<file path="src/rtl/log_linear_table_interpolator_unit_macros.svh">
// assertion macros for the log-linear table interpolator
`ifndef LOG_LINEAR_TABLE_INTERPOLATOR_UNIT_MACROS_SVH
`define LOG_LINEAR_TABLE_INTERPOLATOR_UNIT_MACROS_SVH

// consequence holds in the same cycle as the antecedent
`define LLI_ASSERT_SAME(label, clk, rst, ante, cons, msg) \
   label: assert property (@(posedge clk) disable iff (rst) (ante) |-> (cons)) \
      else $error(msg);

// consequence holds in the cycle after the antecedent
`define LLI_ASSERT_NEXT(label, clk, rst, ante, cons, msg) \
   label: assert property (@(posedge clk) disable iff (rst) (ante) |=> (cons)) \
      else $error(msg);

`endif

</file>
<file path="src/rtl/lli_pkg.sv">
`timescale 1ns / 1ps
package lli_pkg;

   // table geometry
   localparam int unsigned DEF_TABLE_DEPTH = 64;
   localparam int COUNT_W = 7;
   localparam int INDEX_W = 6;
   localparam int HEIGHT_W = 32;
   localparam int LOG_W = 32;
   localparam int DENS_W = 48;
   localparam int SCALE_W = 32;

   // shared unit geometry
   localparam int ARITH_W = 64;
   localparam int ARITH_STEPS = 64;
   localparam int ARITH_CNT_W = 7;

   // datapath widths
   localparam int LOGV_W = 44;
   localparam int RED_W = 70;
   localparam int K_W = 7;
   localparam int TERM_W = 5;
   localparam int QF_W = 42;
   localparam int SNUM_W = 57;

   // numeric constants
   localparam int NEAR_LSB = 25;
   localparam logic [63:0] LN2_Q62 = 64'h2C5C_85FD_F473_DE6B;
   localparam logic [63:0] ONE_Q62 = 64'h4000_0000_0000_0000;
   localparam logic [63:0] QUOT_CAP = 64'h0000_0200_0000_0000;
   localparam logic [DENS_W-1:0] DENS_MAX = 48'hFFFF_FFFF_FFFF;
   localparam int EXP_HI = 3 * 16777216;
   localparam int EXP_LO = -32 * 16777216;
   localparam int EXP_BIAS = 18;
   localparam int TAYLOR_TERMS = 30;
   localparam logic [SCALE_W-1:0] SCALE_POS_MAX = 32'h7FFF_FFFF;
   localparam logic [SCALE_W-1:0] SCALE_NEG_MAX = 32'h8000_0000;

   // command and status codes
   localparam logic CMD_LOAD = 1'b0;
   localparam logic CMD_QUERY = 1'b1;
   localparam logic STATUS_OK = 1'b0;
   localparam logic STATUS_DIV_ZERO = 1'b1;

   typedef enum logic {
      ARITH_MUL,
      ARITH_DIV
   } arith_op_type;

   typedef struct packed {
      logic start;
      arith_op_type op;
   } arith_ctl_type;

   typedef struct packed {
      logic busy;
      logic done;
   } arith_sts_type;

   typedef enum logic [4:0] {
      ST_IDLE,
      ST_SRCH_RD,
      ST_SRCH_CMP,
      ST_FETCH_HI,
      ST_FETCH_LO,
      ST_PREP,
      ST_CALC,
      ST_MUL_GO,
      ST_MUL_WAIT,
      ST_DIV_GO,
      ST_DIV_WAIT,
      ST_ROUND,
      ST_SCL_GO,
      ST_SCL_WAIT,
      ST_SCL_FIN,
      ST_EXP_CHK,
      ST_RED,
      ST_TAY_MUL_GO,
      ST_TAY_MUL_WAIT,
      ST_TAY_DIV_GO,
      ST_TAY_DIV_WAIT,
      ST_EXP_FIN,
      ST_DONE
   } seq_state_type;

endpackage

</file>
<file path="src/rtl/lli_table_mem.sv">
`timescale 1ns / 1ps
module lli_table_mem import lli_pkg::*; #(
   parameter int unsigned TABLE_DEPTH = DEF_TABLE_DEPTH,
   parameter int AW = 6
) (
   input  logic clock,
   input  logic wr_en,
   input  logic [AW-1:0] wr_addr,
   input  logic [HEIGHT_W-1:0] wr_height,
   input  logic [LOG_W-1:0] wr_log,
   input  logic [AW-1:0] rd_addr,
   output logic [HEIGHT_W-1:0] rd_height,
   output logic [LOG_W-1:0] rd_log
);

   logic [HEIGHT_W-1:0] height_mem [TABLE_DEPTH];
   logic [LOG_W-1:0] log_mem [TABLE_DEPTH];
   logic [HEIGHT_W-1:0] rd_height_ff;
   logic [LOG_W-1:0] rd_log_ff;

   // one write port, one registered read port per table
   always_ff @(posedge clock) begin
      if (wr_en) begin
         height_mem[wr_addr] <= wr_height;
         log_mem[wr_addr] <= wr_log;
      end
      rd_height_ff <= height_mem[rd_addr];
      rd_log_ff <= log_mem[rd_addr];
   end

   assign rd_height = rd_height_ff;
   assign rd_log = rd_log_ff;

endmodule

</file>
<file path="config.mk">
export PLATFORM = sky130hd
export DESIGN_NAME = lli_table_mem
export DESIGN_NICKNAME = d
export VERILOG_FILES = /design/src/rtl/log_linear_table_interpolator_unit_macros.svh /design/src/rtl/lli_pkg.sv /design/src/rtl/lli_table_mem.sv
export SDC_FILE = /design/constraint.sdc
export NUM_CORES = 2
export LEC_CHECK = 0
export ABC_CLOCK_PERIOD_IN_PS = 6400
export BUFFER_PORTS_ARGS = -buffer_cell sky130_fd_sc_hd__buf_2
export CELL_PAD_IN_SITES_DETAIL_PLACEMENT = 0
export CELL_PAD_IN_SITES_GLOBAL_PLACEMENT = 1
export CORE_MARGIN = 1.5
export CORE_UTILIZATION = 57
export DETAILED_ROUTE_END_ITERATION = 10
export PLACE_DENSITY_LB_ADDON = 0.1
export SLEW_MARGIN = 20
export SYNTH_ARGS = -nofsm -noshare
export SYNTH_HDL_FRONTEND = slang
export SYNTH_SLANG_ARGS = --single-unit
</file>
<file path="constraint.sdc">
create_clock -name clock -period 6.4 [get_ports clock]
set_input_delay 0 -clock clock [delete_from_list [all_inputs] [get_ports clock]]
set_output_delay 0 -clock clock [all_outputs]
set_load 0.01 [all_outputs]
</file>
* Word level (Yosys, flattened, before mapping)
Memory sizes are Yosys's and may differ from the RTL's. A register that Yosys moved wholly into a read port is not among the register bits.
Cells that the tools add are included.
Widths: inputs -> output; s select.
** Operators by class
- Mux-type cells :: 2
** Operators by type and width (count)
- $mux 1 :: 2
** Word-level totals
- Register bits :: 0
- Bits in writable memories :: 4096
- Bits of input ports :: 78
- Output and inout bits :: 64
- Word-level logic and storage cells :: 4
- Memories kept :: 2
** Memories
- height_mem :: words 64, width 32, read ports 1, clocked after memory_dff 1, wr ports 1, RTL line lli_table_mem.sv:16 : logic [HEIGHT_W-1:0] height_mem [TABLE_DEPTH];
- log_mem :: words 64, width 32, read ports 1, clocked after memory_dff 1, wr ports 1, RTL line lli_table_mem.sv:17 : logic [LOG_W-1:0] log_mem [TABLE_DEPTH];

* Longest topological paths before layout
- Word-level depth :: 2
- Depth in mapped cells :: 9

* Least setup slack after synthesis
OpenSTA, ideal clock, no wires.
- Path type :: input -> register
- Start point :: input wr_addr[4]
- End point :: memory height_mem[16][0], enable pin
- Setup time :: 0.486 ns
- Arrival :: 3.510 ns
- Slack :: 2.404 ns
- Stages :: 4
- Path buffers :: 2
- Cells stage by stage :: clkbuf_1 or3b_2 clkbuf_1 nor2_1
** RTL lines
- start: declaration :: RTL line lli_table_mem.sv:8 : input logic [AW-1:0] wr_addr,
- end: declaration :: RTL line lli_table_mem.sv:16
Straight into the memory's write port.

==> run_results.csv <==
group,metric,value,unit
place,dpl.hpwl,223,mm
place,pre_cts_ws,2880,ps
worst_setup_path,ff2ff_path_depth,5,
floorplan,fp.dieW,526,um
pwr,combPwrFrac,4.6,%
grt,grt_pass1_wl,613,mm
logic_synthesis,syn_area,156000,um2
worst_hold_path,hold_path_startpoint,"wr_height[26]",
cts,ctsResizeCount,0,
cts,clock_sinks,4160,
worst_hold_path,hold_end,"height_mem[46][26]$_DFFE_PP_",
grt,antenna_found_initial,26,
timing,fin_tns_setup,0,ps
detailed_routing,met3_wirelength,50.8,mm
worst_setup_path,worst_ep_required_time,7310,ps
worst_setup_path,worstSetupPathType,"in2reg",
grt,grtUsageTotal,32.6,%
grt,globalRoute.totalOverflow,0,
logic_synthesis,synth_cells,6505,
detailed_routing,met1_length,169,mm
timing,slew_violations,0,
layout,fin_cells,10900,
worst_setup_path,regToRegSetupSlack,4180,ps
logic_synthesis,synth-edff-count,4096,
detailed_routing,dr.pass1.iters,5,
timing,relSlewSlack,16.3,%
pwr,power,56.9,mW
timing,setup_viol,0,
cts,clock_tree.root_cell,"clkbuf_16",
cts,clock_path_buffers,4,
floorplan,start_util,57.5,%
grt,grt_pass1_vias,75500,
floorplan,rows,191,
logic_synthesis,ys_seq_area_share,79.7,%
place,place_inst,10000,
timing,timing.final.ws_setup,3180,ps
cts,cts_tree,"built",
logic_synthesis,ys.flop_type,"edfxtp_1",
floorplan,io_pins,142,
detailed_routing,wl,448,mm
layout,nFillCells,17500,
cts,insertion_delay,990,ps
pwr,pwr-share-clk,42.2,%
logic_synthesis,ys_ff_latch,4160,
pwr,switching_share,21.1,%
layout,final_area,176000,um2
flow_run,cap_violations,0,
cts,htreeDepth,5,
place,port_buffers,141,
logic_synthesis,async_flop_share,0,%
layout,final_nets,7028,
timing,worst_hold_slack,18.0,ps
layout,drive_gt1_share,27.8,%
timing,rsz0062_at_grt,"false",
timing,finalClockSkew,66.6,ps
pwr,power_frac_seq,53.2,%
pwr,p_leak,54.8,nW
floorplan,coreArea,271000,um2
detailed_routing,vias,76700,
detailed_routing,wl_per_cell,41.1,um
floorplan,die_h,526,um
worst_setup_path,r2r_start,"log_mem[49][2]$_DFFE_PP_",
worst_setup_path,critical_path.max_fanout,85,
logic_synthesis,syn_nets,6583,
worst_setup_path,critPathLaunchType,"input pin",
detailed_routing,wl_met2,215,mm
detailed_routing,top_layer,"met5",
detailed_routing,drtIter0Drc,11900,
pwr,switching_power,12.0,mW
detailed_routing,via_per_inst,7.05,
cts,cts.clk_slew.worst_paths,60,ps
run_status,status,"complete, no violations",
floorplan,dieArea,277000,um2
timing,fin_crit_sh,50.3,%
place,routabilityCongestion,0.793,
pwr,irDropWorstVdd,0.000244,V
pwr,cellInternalPower,44.9,mW
logic_synthesis,yosysUniqueCellTypes,30,
layout,syn_to_final_growth,13.0,%
worst_setup_path,end_kind,"flop",
grt,grt_max_degree,123,
timing,tightest_slew,1260,ps
worst_setup_path,critPathArrivalTime,4130,ps
timing,min_period,3220,ps
worst_setup_path,r2r-end,"rd_log[2]$_DFF_P_",
detailed_routing,drc,0,
logic_synthesis,avgSynthCellArea,24.0,um2
worst_hold_path,hp-class,"in2reg",
worst_hold_path,whs_path_depth,2,
place,dpl-instance-area,162000,um2
layout,utilization,64.9,%
logic_synthesis,yosys_warnings,0,
detailed_routing,final_antenna_net_count,0,
timing,hold_violations,0,
cts,cts_made_buffers,414,
timing,max_freq,311,MHz
pwr,power_density,323,nW/um2
-- worst max-delay path by stage --
stage | slack [ps] | depth (start not counted) | end | start
after floorplan | 2400 | 4 | height_mem[16][0]$_DFFE_PP_ | wr_addr[4]
after global placement | 2960 | 7 | rd_height[0]$_DFF_P_ | rd_addr[3]
after detailed placement | 2880 | 7 | rd_height[0]$_DFF_P_ | rd_addr[3]
after CTS | 3290 | 9 | rd_log[2]$_DFF_P_ | rd_addr[1]
after global routing | 3150 | 9 | rd_log[2]$_DFF_P_ | rd_addr[1]
final | 3180 | 8 | rd_log[2]$_DFF_P_ | rd_addr[2]
-- Yosys cell counts (29+ instances only) --
cell type     n  share of area [%]
a211oi_1     63               0.30
a22oi_1     256                1.2
buf_1        29              0.070
buf_2       136               0.44
buf_4        50               0.24
clkbuf_1    140               0.34
dfxtp_1      64               0.82
edfxtp_1   4096                 79
mux2i_1      90               0.58
mux4_2     1024                 15
nand3_1     133               0.43
nor2_1      110               0.26
o211a_1      64               0.41
o221ai_1     64               0.36
o22ai_1     102               0.41
-- worst max-delay path: stages --
cell	delay (ps)
dlygate4sd3_1	560
buf_8	470
nor2b_4	1010
buf_12	640
a22oi_1	300
nand3_1	200
o211a_1	150
dlygate4sd3_1	540
-- layout by cell type (no fill, tap or decap), drive strengths merged, types with 6 or more instances in the layout --
cell type,instances
mux2i,90
clkinvlp,6
clkinv,161
a211oi,63
nor2,110
diode,7
a21oi,25
buf,337
dfxtp,64
o221ai,64
bufinv,35
inv,11
nand3,133
o22ai,102
mux4,1024
a22oi,256
clkbuf,556
nor2b,7
o211a,64
nand2,7
edfxtp,4096
dlygate4sd3,69
-- cell type report --
cell class / count / area [um2] / area share (%)
flip-flops and latches: 4160 / 124000 / 70.5
multi-input cells: 1967 / 30200 / 17.1
clock buffers: 556 / 11300 / 6.40
well taps: 3570 / 4470 / 2.54
repair buffers: 406 / 3810 / 2.16
clock inverters: 212 / 2110 / 1.20
diodes: 7 / 17.5 / 0.00994
inverters: 1 / 3.75 / 0.00213
-- power by group through the flow --
stage	registers, mW	clock network (mW)	logic (mW)
finish	30.3	24.0	2.61
global route	30.3	25.3	2.73
CTS	30.3	24.2	2.61
detailed placement	30.9	0	2.56
global placement	30.9	0	2.52
floorplan	30.8	0	1.39
-- state kept, by name, summed over array words and instances, names as in the netlist --
register    count
rd_log         32
log_mem      2048
rd_height      32
height_mem   2048
-- routing by layer --
metal  global-route usage (%)  vias up
li1                         -    29200
met1                     47.6    41800
met2                     51.2     4958
met3                     6.36      694
met4                     8.47       20
met5                        0        -
-- what timing repair did --
action | 4_1_cts | 5_1_grt
hold buffers | 69 | 0
endpoints found under the hold margin | 4124 | 0
setup buffers | 0 | 0
-- cells by family (layout without fill, tap and decap cells) --
| kind of cell | count (synthesis) | count (layout) | synth area share, % |
|---|---|---|---|
| other | 0 | 7 | 0 |
| flip-flops | 4160 | 4160 | 79.7 |
| AND/OR/NAND/NOR | 278 | 278 | 0.831 |
| AO/OA/AOI/OAI | 575 | 575 | 2.80 |
| buffers and inverters | 378 | 1175 | 1.24 |
| multiplexers | 1114 | 1114 | 15.4 |
Power figures use the tool's default switching activity.
