==> src/rtl/log_linear_table_interpolator_unit_macros.svh <==
// assertion macros for the log-linear table interpolator
`ifndef LOG_LINEAR_TABLE_INTERPOLATOR_UNIT_MACROS_SVH
`define LOG_LINEAR_TABLE_INTERPOLATOR_UNIT_MACROS_SVH

// consequence holds in the same cycle as the antecedent
`define LLI_ASSERT_SAME(label, clk, rst, ante, cons, msg) \
   label: assert property (@(posedge clk) disable iff (rst) (ante) |-> (cons)) \
      else $error(msg);

// consequence holds in the cycle after the antecedent
`define LLI_ASSERT_NEXT(label, clk, rst, ante, cons, msg) \
   label: assert property (@(posedge clk) disable iff (rst) (ante) |=> (cons)) \
      else $error(msg);

`endif

==> src/rtl/lli_pkg.sv <==
`timescale 1ns / 1ps
package lli_pkg;

   // table geometry
   localparam int unsigned DEF_TABLE_DEPTH = 64;
   localparam int COUNT_W = 7;
   localparam int INDEX_W = 6;
   localparam int HEIGHT_W = 32;
   localparam int LOG_W = 32;
   localparam int DENS_W = 48;
   localparam int SCALE_W = 32;

   // shared unit geometry
   localparam int ARITH_W = 64;
   localparam int ARITH_STEPS = 64;
   localparam int ARITH_CNT_W = 7;

   // datapath widths
   localparam int LOGV_W = 44;
   localparam int RED_W = 70;
   localparam int K_W = 7;
   localparam int TERM_W = 5;
   localparam int QF_W = 42;
   localparam int SNUM_W = 57;

   // numeric constants
   localparam int NEAR_LSB = 25;
   localparam logic [63:0] LN2_Q62 = 64'h2C5C_85FD_F473_DE6B;
   localparam logic [63:0] ONE_Q62 = 64'h4000_0000_0000_0000;
   localparam logic [63:0] QUOT_CAP = 64'h0000_0200_0000_0000;
   localparam logic [DENS_W-1:0] DENS_MAX = 48'hFFFF_FFFF_FFFF;
   localparam int EXP_HI = 3 * 16777216;
   localparam int EXP_LO = -32 * 16777216;
   localparam int EXP_BIAS = 18;
   localparam int TAYLOR_TERMS = 30;
   localparam logic [SCALE_W-1:0] SCALE_POS_MAX = 32'h7FFF_FFFF;
   localparam logic [SCALE_W-1:0] SCALE_NEG_MAX = 32'h8000_0000;

   // command and status codes
   localparam logic CMD_LOAD = 1'b0;
   localparam logic CMD_QUERY = 1'b1;
   localparam logic STATUS_OK = 1'b0;
   localparam logic STATUS_DIV_ZERO = 1'b1;

   typedef enum logic {
      ARITH_MUL,
      ARITH_DIV
   } arith_op_type;

   typedef struct packed {
      logic start;
      arith_op_type op;
   } arith_ctl_type;

   typedef struct packed {
      logic busy;
      logic done;
   } arith_sts_type;

   typedef enum logic [4:0] {
      ST_IDLE,
      ST_SRCH_RD,
      ST_SRCH_CMP,
      ST_FETCH_HI,
      ST_FETCH_LO,
      ST_PREP,
      ST_CALC,
      ST_MUL_GO,
      ST_MUL_WAIT,
      ST_DIV_GO,
      ST_DIV_WAIT,
      ST_ROUND,
      ST_SCL_GO,
      ST_SCL_WAIT,
      ST_SCL_FIN,
      ST_EXP_CHK,
      ST_RED,
      ST_TAY_MUL_GO,
      ST_TAY_MUL_WAIT,
      ST_TAY_DIV_GO,
      ST_TAY_DIV_WAIT,
      ST_EXP_FIN,
      ST_DONE
   } seq_state_type;

endpackage

==> src/rtl/lli_arith_unit.sv <==
`timescale 1ns / 1ps
module lli_arith_unit import lli_pkg::*; (
   input  logic clock,
   input  logic reset,
   input  arith_ctl_type ctl,
   input  logic [ARITH_W-1:0] opa,
   input  logic [ARITH_W-1:0] opb,
   output arith_sts_type sts,
   output logic [2*ARITH_W-1:0] acc,
   output logic [ARITH_W:0] rem
);

   logic [2*ARITH_W-1:0] acc_ff, acc_in;
   logic [ARITH_W:0] rem_ff, rem_in;
   logic [ARITH_W-1:0] opb_ff, opb_in;
   arith_op_type op_ff, op_in;
   logic [ARITH_CNT_W-1:0] cnt_ff, cnt_in;
   logic busy_ff, busy_in;
   logic done_ff, done_in;

   logic [ARITH_W:0] add_a, add_b, shifted;
   logic add_sub;
   logic [ARITH_W+1:0] sum;
   logic ge;

   // operand select for the shared adder
   always_comb begin
      shifted = {rem_ff[ARITH_W-1:0], acc_ff[2*ARITH_W-1]};
      if (op_ff == ARITH_MUL) begin
         add_a = {1'b0, acc_ff[2*ARITH_W-1:ARITH_W]};
         add_b = acc_ff[0] ? {1'b0, opb_ff} : '0;
         add_sub = 1'b0;
      end else begin
         add_a = shifted;
         add_b = {1'b0, opb_ff};
         add_sub = 1'b1;
      end
   end

   // the one wide adder
   assign sum = add_sub ? ({1'b0, add_a} - {1'b0, add_b}) : ({1'b0, add_a} + {1'b0, add_b});
   assign ge = ~sum[ARITH_W+1];

   // shift-add multiply or restoring divide, one bit per cycle
   always_comb begin
      acc_in = acc_ff;
      rem_in = rem_ff;
      opb_in = opb_ff;
      op_in = op_ff;
      cnt_in = cnt_ff;
      busy_in = busy_ff;
      done_in = 1'b0;
      if (ctl.start) begin
         op_in = ctl.op;
         opb_in = opb;
         rem_in = '0;
         acc_in = (ctl.op == ARITH_MUL) ? {{ARITH_W{1'b0}}, opa} : {opa, {ARITH_W{1'b0}}};
         cnt_in = ARITH_CNT_W'(ARITH_STEPS);
         busy_in = 1'b1;
      end else if (busy_ff) begin
         if (op_ff == ARITH_MUL) begin
            acc_in = {sum[ARITH_W:0], acc_ff[ARITH_W-1:1]};
         end else begin
            rem_in = ge ? sum[ARITH_W:0] : shifted;
            acc_in = {acc_ff[2*ARITH_W-2:0], ge};
         end
         cnt_in = cnt_ff - 1'b1;
         if (cnt_ff == ARITH_CNT_W'(1)) begin
            busy_in = 1'b0;
            done_in = 1'b1;
         end
      end
   end

   always_ff @(posedge clock) begin
      if (reset) begin
         busy_ff <= 1'b0;
         done_ff <= 1'b0;
         cnt_ff <= '0;
         op_ff <= ARITH_MUL;
      end else begin
         busy_ff <= busy_in;
         done_ff <= done_in;
         cnt_ff <= cnt_in;
         op_ff <= op_in;
      end
      acc_ff <= acc_in;
      rem_ff <= rem_in;
      opb_ff <= opb_in;
   end

   assign sts.busy = busy_ff;
   assign sts.done = done_ff;
   assign acc = acc_ff;
   assign rem = rem_ff;

endmodule

==> config.mk <==
export PLATFORM = sky130hd
export DESIGN_NAME = lli_arith_unit
export DESIGN_NICKNAME = d
export VERILOG_FILES = /design/src/rtl/log_linear_table_interpolator_unit_macros.svh /design/src/rtl/lli_pkg.sv /design/src/rtl/lli_arith_unit.sv
export SDC_FILE = /design/constraint.sdc
export NUM_CORES = 1
export LEC_CHECK = 0
export ABC_AREA = 1
export BUFFER_PORTS_ARGS = -buffer_cell sky130_fd_sc_hd__buf_2
export CAP_MARGIN = 20
export CORE_MARGIN = 3
export CORE_UTILIZATION = 35
export CTS_BUF_LIST = sky130_fd_sc_hd__clkbuf_2 sky130_fd_sc_hd__clkbuf_4 sky130_fd_sc_hd__clkbuf_8
export DETAILED_ROUTE_END_ITERATION = 12
export HOLD_SLACK_MARGIN = 0.08
export PLACE_DENSITY = 0.59
export SYNTH_ARGS = -nofsm -noshare
export SYNTH_HDL_FRONTEND = slang
export SYNTH_SLANG_ARGS = --single-unit
==> constraint.sdc <==
create_clock -name clock -period 5.4 [get_ports clock]
set_input_delay 0.27 -clock clock [delete_from_list [all_inputs] [get_ports clock]]
set_output_delay 0.27 -clock clock [all_outputs]
set_load 0.01 [all_outputs]
* Word level (Yosys, flattened, before mapping)
Index checks and enable logic that the tools add are counted.
** Storage, ports and cells
- Memory bits (read-only) :: 0
- Latch bits :: 0
- Register bits after elaboration :: 267
- Word-level logic and storage cells :: 33
- Output and inout bits :: 195
- Memories :: 0
- Input port bits :: 132
- RAM bits :: 0
** Operators by class
- Multipliers :: 0
- Shift operators :: 0
- Reductions and logical operators :: 4
- Equality and inequality tests :: 1
- Divide/modulo/power cells :: 0
- Order comparisons :: 0
- Bitwise operators :: 2
- Add/sub/neg operators :: 3
- Muxes and demuxes :: 15
** Operators with widths (count)
- 2-to-1 mux 128 bit :: 4
- 2-to-1 mux 65 bit :: 2
- 2-to-1 mux 64 bit :: 2
- adder 65 x 65 -> 66 bit :: 1
- 2-to-1 mux 66 bit :: 1
- subtractor 65 x 65 -> 66 bit :: 1
- 2-to-1 mux 7 bit :: 2
- == test 7 x 1 -> 1 bit (second input constant) :: 1
- subtractor 7 x 1 -> 7 bit (second input constant) :: 1
- 2-to-1 mux 1 bit :: 4
- OR reduction 3 bit :: 1
- NOT 1 bit :: 2
- AND reduction 2 bit :: 1
- nonzero test 2 bit :: 1
- OR reduction 2 bit :: 1

* Logic depth before layout (Yosys ltp)
Gate-level depths: netlist (run 1).
- Depth after elaboration :: 8
- Gate-level depth with buffers :: 35
- Depth with buffers taken out :: 33

* Worst setup path before layout (run 1)
Ideal clock, no wire load.
- Kind :: register to register
- Start point :: register acc_ff[0] (netlist: acc[0])
- End point :: register rem_ff[58] (netlist: rem[58])
- Setup slack :: 0.692 ns
- Arrival :: 4.576 ns
- Period minus slack after synthesis :: 4.708 ns
- Data required time :: 5.268 ns
- Cell stages (with the launch flop) :: 33
- Library setup time :: 0.132 ns
- Buffers on the path :: 4
- Cell sequence :: edfxtp_1 > inv_2 > nand2_4 > buf_4 > buf_2 > buf_1 > nand2_1 > ha_1 > nand2_1 > nor3_1 > nand4_1 > nor2_1 > nand4_1 > nor2_1 > a31oi_1 > xor2_1 > ha_1 > nand2_1 > nor2_1 > inv_1 > nor2_1 > nand2_1 > nor3_1 > nand2_1 > nand3_1 > nand3_2 > nand3_2 > nand2_2 > nand2_1 > buf_4 > nand2_1 > nand3_1 > a21oi_1
** On the way
- Cells in the longest elaborated chain, start to end :: 5
** Ends and longest elaborated chain
- from (decl) :: RTL line lli_arith_unit.sv:13 : logic [2*ARITH_W-1:0] acc_ff, acc_in;
- from (signal assigned) :: RTL line lli_arith_unit.sv:87 : acc_ff <= acc_in;
- 2-to-1 mux 64 bit * :: RTL line lli_arith_unit.sv:31 : add_b = acc_ff[0] ? {1'b0, opb_ff} : '0;
- 2-to-1 mux 64 bit * :: RTL line lli_arith_unit.sv:29 : if (op_ff == ARITH_MUL) begin
- adder 65 x 65 -> 66 bit / subtractor 65 x 65 -> 66 bit (equally long branches) :: RTL line lli_arith_unit.sv:41 : assign sum = add_sub ? ({1'b0, add_a} - {1'b0, add_b}) : ({1'b0, add_a} + {1'b0, add_b});
- 2-to-1 mux 66 bit * :: RTL line lli_arith_unit.sv:41
- 2-to-1 mux 65 bit * :: RTL line lli_arith_unit.sv:64 : rem_in = ge ? sum[ARITH_W:0] : shifted;
- to (signal assigned) :: RTL line lli_arith_unit.sv:88 : rem_ff <= rem_in;
- to (decl) :: RTL line lli_arith_unit.sv:14 : logic [ARITH_W:0] rem_ff, rem_in;
Every way passes the cells marked *; elsewhere a longest branch is shown, timed or not.
A chain may end at the register's enable or synchronous reset.

* Worst setup path after layout (run 1)
- Start point :: register acc_ff[0] (netlist: acc[0])
- End point :: register rem_ff[48] (netlist: rem[48])
The elaborated chain is that of the path after synthesis.

==> impl_metrics.xml, run 1 <==
<?xml version="1.0" encoding="UTF-8"?>
<metrics>
  <group name="setup_path">
    <metric name="cp_slowest_stage_delay" unit="ns">0.50</metric>
    <metric name="path_common_cell" unit="">nand2_1</metric>
    <metric name="timing.critical_path.arrival" unit="ns">5.55</metric>
    <metric name="timing_worst_setup_path_type" unit="">flip-flop to flip-flop</metric>
    <metric name="critical_path.endpoint_type" unit="">flip-flop</metric>
    <metric name="library_cell_contributing_the_largest_single_delay_on_the_critical_path" unit="">edfxtp_1</metric>
    <metric name="cp_data_required_time" unit="ns">5.87</metric>
    <metric name="timing.critical_path.fanout_max" unit="">6</metric>
    <metric name="startpoint_type" unit="">flip-flop</metric>
  </group>
  <group name="synthesis">
    <metric name="synthArstFlopShare" unit="">0</metric>
    <metric name="synth_top_cells_by_count" unit="">618 x nand2_1, 396 x inv_1, 221 x nor2_1</metric>
    <metric name="synth_area_per_cell" unit="um2">7.330</metric>
    <metric name="area_share_of_the_largest_cell_type_after_synthesis" unit="">0.3018</metric>
    <metric name="synth_edf_count" unit="">192</metric>
    <metric name="top_cells_by_area_in_the_synthesized_netlist" unit="">edfxtp_1 30%, nand2_1 12%, dfxtp_1 7.9%</metric>
    <metric name="ys_seq_elements" unit="">267</metric>
    <metric name="synth_sequential_area_ratio" unit="">0.3804</metric>
    <metric name="dominantRegCellSynth" unit="">edfxtp_1</metric>
    <metric name="synthesis.nets" unit="">2806</metric>
    <metric name="post_synthesis_cell_type_count" unit="">50</metric>
    <metric name="synth_area" unit="um2">19100</metric>
    <metric name="ys_warn_count" unit="">0</metric>
    <metric name="synth.most_common_cell" unit="">nand2_1</metric>
    <metric name="yosys.area.top_type" unit="">edfxtp_1</metric>
    <metric name="syn_inst" unit="">2606</metric>
  </group>
  <group name="route">
    <metric name="antenna_violating_nets_left" unit="">0</metric>
    <metric name="detailedRoute.firstPassIterationCount" unit="">6</metric>
    <metric name="detailroute.via_count" unit="">19770</metric>
    <metric name="vias_per_cell" unit="">5.203</metric>
    <metric name="detail_route.drc_violations" unit="">0</metric>
    <metric name="drtIter0Drc" unit="">1607</metric>
    <metric name="route.detailed.wl_per_inst" unit="um">19.68</metric>
    <metric name="totalWireLength" unit="mm">74.80</metric>
  </group>
  <group name="timing">
    <metric name="timing.final.crit_share" unit="">0.9419</metric>
    <metric name="timing.final.hold_violations" unit="">0</metric>
    <metric name="fin_setup_tns" unit="ns">0</metric>
    <metric name="slew-limit-headroom" unit="">0.2674</metric>
    <metric name="setup_failing_eps_final" unit="">0</metric>
    <metric name="min_period" unit="ns">5.086</metric>
    <metric name="slew_violations" unit="">0</metric>
    <metric name="timing_worst_slew_pin_value" unit="ns">1.099</metric>
    <metric name="rsz0062_at_grt" unit="">yes</metric>
    <metric name="timing_limited_maximum_frequency" unit="MHz">196.6</metric>
    <metric name="final_critical_path_setup_slack" unit="ns">0.3140</metric>
    <metric name="hold_slack" unit="ns">0.1840</metric>
    <metric name="clock_skew" unit="ns">0.02821</metric>
  </group>
  <group name="clock_tree">
    <metric name="cts_inserted_buffers" unit="">51</metric>
    <metric name="clock_insertion_delay_worst_skew" unit="ns">0.64</metric>
    <metric name="root_buffer" unit="">clkbuf_8</metric>
    <metric name="tritoncts" unit="">built</metric>
    <metric name="cts_max_level" unit="">2</metric>
    <metric name="ctsLongestPathBuffers" unit="">3</metric>
    <metric name="clock-sinks" unit="">267</metric>
    <metric name="cts.clk_slew.worst_paths" unit="ns">0.06</metric>
    <metric name="postCtsSetupBuffers" unit="">0</metric>
  </group>
  <group name="global_routing">
    <metric name="grt_pass1_wl" unit="mm">112.6</metric>
    <metric name="grt_max_degree" unit="">97</metric>
    <metric name="grt_antenna_before_repair" unit="">0</metric>
    <metric name="gr-usage-all-layers" unit="">0.2530</metric>
    <metric name="grt_pass1_vias" unit="">19350</metric>
    <metric name="grt-ovfl-total" unit="">0</metric>
  </group>
  <group name="power">
    <metric name="powerDensity" unit="nW/um2">366.5</metric>
    <metric name="p_leak" unit="nW">10.61</metric>
    <metric name="design_power_total" unit="mW">8.849</metric>
    <metric name="power.switching_fraction" unit="">0.4241</metric>
    <metric name="switching_power_summed_over_all_nets" unit="mW">3.753</metric>
    <metric name="vdd.ir_drop.worst" unit="V">0.0001760</metric>
    <metric name="power.share.combinational" unit="">0.457</metric>
    <metric name="power.internal" unit="mW">5.097</metric>
    <metric name="power.share.sequential" unit="">0.308</metric>
    <metric name="power.clock.fraction" unit="">0.235</metric>
  </group>
  <group name="die">
    <metric name="die_h" unit="um">239.6</metric>
    <metric name="rows" unit="">84</metric>
    <metric name="initial_utilization" unit="">0.3585</metric>
    <metric name="floorplan.die.width" unit="um">239.6</metric>
    <metric name="num_io_pins" unit="">327</metric>
    <metric name="floorplan.core_area" unit="um2">53290</metric>
    <metric name="die_area" unit="um2">57420</metric>
  </group>
  <group name="place">
    <metric name="pre_cts_ws" unit="ns">0.01889</metric>
    <metric name="place_congestion" unit="">0.9434</metric>
    <metric name="postPlaceCellArea" unit="um2">21700</metric>
    <metric name="numPortBuffers" unit="">326</metric>
    <metric name="dp_hpwl" unit="mm">58.40</metric>
  </group>
  <group name="finish">
    <metric name="antenna-diode-count" unit="">0</metric>
    <metric name="area.growth.synth_to_final" unit="%">26.41</metric>
    <metric name="layout-drive-gt1-share" unit="">0.1732</metric>
    <metric name="final_area" unit="um2">24150</metric>
    <metric name="final_nets" unit="">3271</metric>
  </group>
  <group name="job">
    <metric name="maxCapViolations" unit="">0</metric>
  </group>
  <group name="worst_hold_path">
    <metric name="worstHoldPathType" unit="">input pin to flip-flop</metric>
  </group>
  <group name="outcome">
    <metric name="run_status" unit="">completed</metric>
  </group>
</metrics>
## per-layer routing
layer	track usage	part of all wire
met1	0.3502	0.46
met3	0.04744	0.065
met2	0.4046	0.45
met4	0.06982	0.027
met5	0	0
## through the flow
stage | cells | util
floorplan | 2606 | -
finish | 3800 | 0.4532
global route | 3800 | 0.4532
global placement | 3575 | 0.4069
CTS | 3800 | 0.4514
detailed placement | 3576 | 0.4073
## sequential cells by signal, summed over array words and instances (netlist names)
| signal | count |
|---|---|
| acc | 128 |
| cnt_ff | 7 |
| opb_ff | 64 |
| op_ff | 1 |
| busy_ff | 1 |
| rem | 65 |
| done_ff | 1 |
## final cells by class
cell class              instances  area, um2
clock buffers                  75      932.1
clock inverters                19      115.1
fillers                      5469      29140
inverters                     401       1520
multi-input cells            1825       9928
flip-flops and latches        267       7271
well taps                     688      860.8
repair buffers                525       3520
## layout by cell type, fill, tap and decap left out, types with 16 or more instances in the layout
master / count
clkbuf_8: 59
xor2_1: 50
ha_1: 66
o221ai_1: 126
nand2_1: 615
clkbuf_4: 16
o21ai_1: 25
buf_4: 64
nor2_1: 214
edfxtp_1: 192
nand3_1: 180
o21ai_0: 157
nor3_1: 19
buf_2: 325
a21oi_1: 173
inv_1: 394
dfxtp_1: 74
dlygate4sd3_1: 130
xnor2_1: 61
## worst max-delay path: cells and delay by family, from the launching register on
family	cells	cell delay, ns
simple gates	15	2.06
compound gates	6	1.19
flops	1	0.50
xor+xnor	2	0.50
buf+inv	3	0.38
fa+ha+maj	1	0.27
## kinds of logic (layout without fill, tap and decap cells)
logic type	Yosys count	after routing	synth area share
AOI/OAI and AO/OA	548	548	0.1767
xor gates and xnor gates	114	114	0.05227
adders and majority gates	68	68	0.04493
buffers and inverters	514	1020	0.1060
DFF	267	267	0.3804
and+or+nand+nor	1095	1095	0.2396
## path summary, 6_finish.rpt
check                                       endpoint                 start  depth (start not counted)  slack [ns]
worst min register to register  rem[64]$_SDFFE_PP0P_  rem[64]$_SDFFE_PP0P_                          2        0.47
worst min-delay path              busy_ff$_SDFF_PP0_                ctl[1]                          3        0.18
worst max register to register  rem[48]$_SDFFE_PP0P_      acc[0]$_DFFE_PP_                         27        0.31
worst max-delay path            rem[48]$_SDFFE_PP0P_      acc[0]$_DFFE_PP_                         27        0.31
## timing repair
action,CTS,global route
endpoints found under the setup margin,2,79
hold endpoints to repair,202,0
pin swaps,0,6
hold buffers,130,0
resized for setup,1,26
## power by group through the flow
stage          Combinational, mW  Sequential [mW]  Clock, mW
3_5_place_dp                3.90             2.76          0
6_report                    4.05             2.72       2.08
4_1_cts                     3.99             2.73       2.13
2_1_floorplan               2.35             2.85          0
5_1_grt                     4.43             2.76       2.23
3_3_place_gp                3.89             2.75          0
Note: power is estimated with default switching activity, not from simulation.
==> run 2: changes to the inputs <==
--- a/config.mk
+++ b/config.mk
@@ -14,6 +14,7 @@
 export DETAILED_ROUTE_END_ITERATION = 12
 export HOLD_SLACK_MARGIN = 0.08
 export PLACE_DENSITY = 0.59
+export REMOVE_ABC_BUFFERS = 1
 export SYNTH_ARGS = -nofsm -noshare
 export SYNTH_HDL_FRONTEND = slang
 export SYNTH_SLANG_ARGS = --single-unit
==> impl_metrics.xml, run 2 (synthesis gave the netlist of run 1 again) <==
<?xml version="1.0" encoding="UTF-8"?>
<metrics>
  <group name="route">
    <metric name="totalWireLength" unit="mm">77.83</metric>
    <metric name="route.detailed.wl_per_inst" unit="um">20.50</metric>
    <metric name="drtIter0Drc" unit="">1754</metric>
    <metric name="detailroute.via_count" unit="">20000</metric>
    <metric name="antenna_violating_nets_left" unit="">0</metric>
    <metric name="detail_route.drc_violations" unit="">0</metric>
    <metric name="detailedRoute.firstPassIterationCount" unit="">6</metric>
    <metric name="vias_per_cell" unit="">5.268</metric>
  </group>
  <group name="setup_path">
    <metric name="cp_data_required_time" unit="ns">5.71</metric>
    <metric name="timing.critical_path.fanout_max" unit="">11</metric>
    <metric name="timing.critical_path.depth" unit="">21</metric>
    <metric name="crit-reg2reg-capture" unit="">acc[125]$_DFFE_PP_</metric>
    <metric name="regToRegSetupSlack" unit="ns">0.27</metric>
    <metric name="timing_worst_setup_path_type" unit="">flip-flop to flip-flop</metric>
    <metric name="rr_worst_depth" unit="">21</metric>
    <metric name="cp_slowest_stage_delay" unit="ns">0.71</metric>
    <metric name="startpoint_type" unit="">flip-flop</metric>
    <metric name="buffers_plus_inverters_on_the_worst_setup_path" unit="">2</metric>
    <metric name="worst_setup_path_startpoint" unit="">acc[0]$_DFFE_PP_</metric>
    <metric name="library_cell_contributing_the_largest_single_delay_on_the_critical_path" unit="">o21ai_0</metric>
    <metric name="critical_path.endpoint_type" unit="">flip-flop</metric>
    <metric name="path_common_cell" unit="">nand2_1</metric>
    <metric name="path_cells" unit="">nor2_8 &gt; buf_4 &gt; o21ai_1 &gt; nor2_2 &gt; nand2_1 &gt; nor2_2 &gt; buf_4 &gt; a31oi_1 &gt; xnor2_1 &gt; ha_1 &gt; nand2_1 &gt; nor2_1 &gt; nand2_1 &gt; o21ai_0 &gt; a21boi_0 &gt; o21ai_0 &gt; nand4_1 &gt; nand2_1 &gt; nand2_1 &gt; nand2_1 &gt; o221ai_1</metric>
    <metric name="rr_startpoint" unit="">acc[0]$_DFFE_PP_</metric>
    <metric name="critical_path.top_delay_family" unit="">simple AND/OR/NAND/NOR gates</metric>
    <metric name="timing.critical_path.arrival" unit="ns">5.45</metric>
    <metric name="worst_setup_path_endpoint" unit="">acc[125]$_DFFE_PP_</metric>
  </group>
  <group name="timing">
    <metric name="fin_setup_tns" unit="ns">0</metric>
    <metric name="timing.final.crit_share" unit="">0.9508</metric>
    <metric name="setup_failing_eps_final" unit="">0</metric>
    <metric name="slew_violations" unit="">0</metric>
    <metric name="rsz0062_at_grt" unit="">no</metric>
    <metric name="min_period" unit="ns">5.135</metric>
    <metric name="timing.final.hold_violations" unit="">0</metric>
    <metric name="final_critical_path_setup_slack" unit="ns">0.2654</metric>
    <metric name="clock_skew" unit="ns">0.03029</metric>
    <metric name="slew-limit-headroom" unit="">0.3523</metric>
    <metric name="timing_worst_slew_pin_value" unit="ns">0.9716</metric>
    <metric name="timing_limited_maximum_frequency" unit="MHz">194.8</metric>
  </group>
  <group name="global_routing">
    <metric name="grt_max_degree" unit="">149</metric>
    <metric name="grt_antenna_before_repair" unit="">1</metric>
    <metric name="grt_pass1_vias" unit="">19410</metric>
    <metric name="gr-usage-all-layers" unit="">0.2619</metric>
    <metric name="grt-ovfl-total" unit="">0</metric>
    <metric name="grt_pass1_wl" unit="mm">115.6</metric>
  </group>
  <group name="power">
    <metric name="design_power_total" unit="mW">8.882</metric>
    <metric name="p_leak" unit="nW">10.62</metric>
    <metric name="vdd.ir_drop.worst" unit="V">0.0002463</metric>
    <metric name="powerDensity" unit="nW/um2">368.1</metric>
  </group>
  <group name="die">
    <metric name="die_area" unit="um2">57420</metric>
    <metric name="initial_utilization" unit="">0.3585</metric>
    <metric name="floorplan.die.width" unit="um">239.6</metric>
    <metric name="num_io_pins" unit="">327</metric>
    <metric name="die_h" unit="um">239.6</metric>
    <metric name="floorplan.core_area" unit="um2">53290</metric>
    <metric name="rows" unit="">84</metric>
  </group>
  <group name="place">
    <metric name="dp_hpwl" unit="mm">60.27</metric>
    <metric name="pre_cts_ws" unit="ns">0.04167</metric>
    <metric name="postPlaceCellArea" unit="um2">21710</metric>
    <metric name="place_congestion" unit="">0.9662</metric>
    <metric name="numPortBuffers" unit="">326</metric>
  </group>
  <group name="worst_hold_path">
    <metric name="worstHoldPathType" unit="">input pin to flip-flop</metric>
  </group>
  <group name="clock_tree">
    <metric name="cts_max_level" unit="">2</metric>
    <metric name="tritoncts" unit="">built</metric>
    <metric name="ctsLongestPathBuffers" unit="">3</metric>
    <metric name="cts.clk_slew.worst_paths" unit="ns">0.06</metric>
    <metric name="clock-sinks" unit="">267</metric>
    <metric name="clock_insertion_delay_worst_skew" unit="ns">0.62</metric>
    <metric name="cts_inserted_buffers" unit="">48</metric>
    <metric name="root_buffer" unit="">clkbuf_8</metric>
  </group>
  <group name="finish">
    <metric name="finalCoreUtilization" unit="">0.4528</metric>
    <metric name="area.growth.synth_to_final" unit="%">26.32</metric>
    <metric name="mostFrequentLayoutCell" unit="">nand2_1</metric>
    <metric name="final_nets" unit="">3271</metric>
    <metric name="layout-drive-gt1-share" unit="">0.1757</metric>
    <metric name="number_of_flip_flops_in_the_largest_register" unit="">128</metric>
    <metric name="mostFrequentLayoutCells" unit="">615 x nand2_1, 394 x inv_1, 325 x buf_2</metric>
    <metric name="final_area" unit="um2">24130</metric>
  </group>
  <group name="outcome">
    <metric name="run_status" unit="">completed</metric>
  </group>
  <group name="job">
    <metric name="maxCapViolations" unit="">0</metric>
  </group>
</metrics>
[run 2: cell types whose count changed in the layout (fill, tap and decap cells not counted), sizes merged]
| cell | previous run | this run |
|---|---|---|
| diode | 0 | 1 |
| clkinv | 18 | 8 |
| buf | 395 | 398 |
| clkbuf | 75 | 77 |
[run 2: worst min-delay path by stage]
| stage | from | depth (start not counted) | endpoint | slack [ns] |
|---|---|---|---|---|
| after detailed placement | opb[29] | 1 | opb_ff[29]$_DFFE_PP_ | 0.45 |
| final | ctl[1] | 2 | rem[22]$_SDFFE_PP0P_ | 0.20 |
| after global routing | ctl[1] | 2 | rem[22]$_SDFFE_PP0P_ | 0.19 |
| after floorplan | reset | 1 | busy_ff$_SDFF_PP0_ | 0.34 |
| after global placement | opb[5] | 1 | opb_ff[5]$_DFFE_PP_ | 0.45 |
| after CTS | ctl[1] | 2 | rem[22]$_SDFFE_PP0P_ | 0.16 |
[run 2: stage by stage]
stage,hold slack [ns],std cells
floorplan,0.3391,2493
global placement,0.4469,3577
detailed placement,0.4481,3577
CTS,0.1650,3793
global route,0.1911,3796
finish,0.1960,3796
[run 2: worst reg2reg max path: stages, from the launching register on]
cell and delay, ns:
edfxtp_1 0.49, nor2_8 0.17, buf_4 0.23, o21ai_1 0.09, nor2_2 0.13, nand2_1 0.09
nor2_2 0.12, buf_4 0.13, a31oi_1 0.11, xnor2_1 0.19, ha_1 0.36, nand2_1 0.11
nor2_1 0.26, nand2_1 0.08, o21ai_0 0.40, a21boi_0 0.27, o21ai_0 0.71, nand4_1 0.44
nand2_1 0.15, nand2_1 0.06, nand2_1 0.14, o221ai_1 0.12
[run 2: routing by layer]
layer  wire length (um)  part of all wire  global-route usage
met5                  0                 0                   0
met3               4491             0.058             0.02786
met4               1924             0.025             0.07147
met1              36370              0.47              0.3754
met2              35040              0.45              0.4198
[run 2: repair_timing]
action,CTS,global route
endpoints found under the setup margin,0,81
gates resized for setup,0,31
buffers inserted,0,2
endpoints found under the hold margin,202,0
hold buffers,130,0
[run 2: final cells by class]
class                           instances  area (um2)
Antenna cell                            1       2.502
Clock buffer                           77       922.1
Clock inverter                          9       71.32
Fill cell                            5385       29160
Inverter                              401        1520
Multi-Input combinational cell       1825        9925
Sequential cell                       267        7271
Tap cell                              688       860.8
Timing Repair Buffer                  528        3557
[run 2: power breakdown]
group          internal (mW)  leakage [nW]  switching [mW]  total [mW]
Sequential              2.55          2.58           0.184        2.74
Combinational           1.43          7.51            2.70        4.13
Clock                   1.13         0.528           0.891        2.02
Total                   5.11          10.6            3.78        8.88
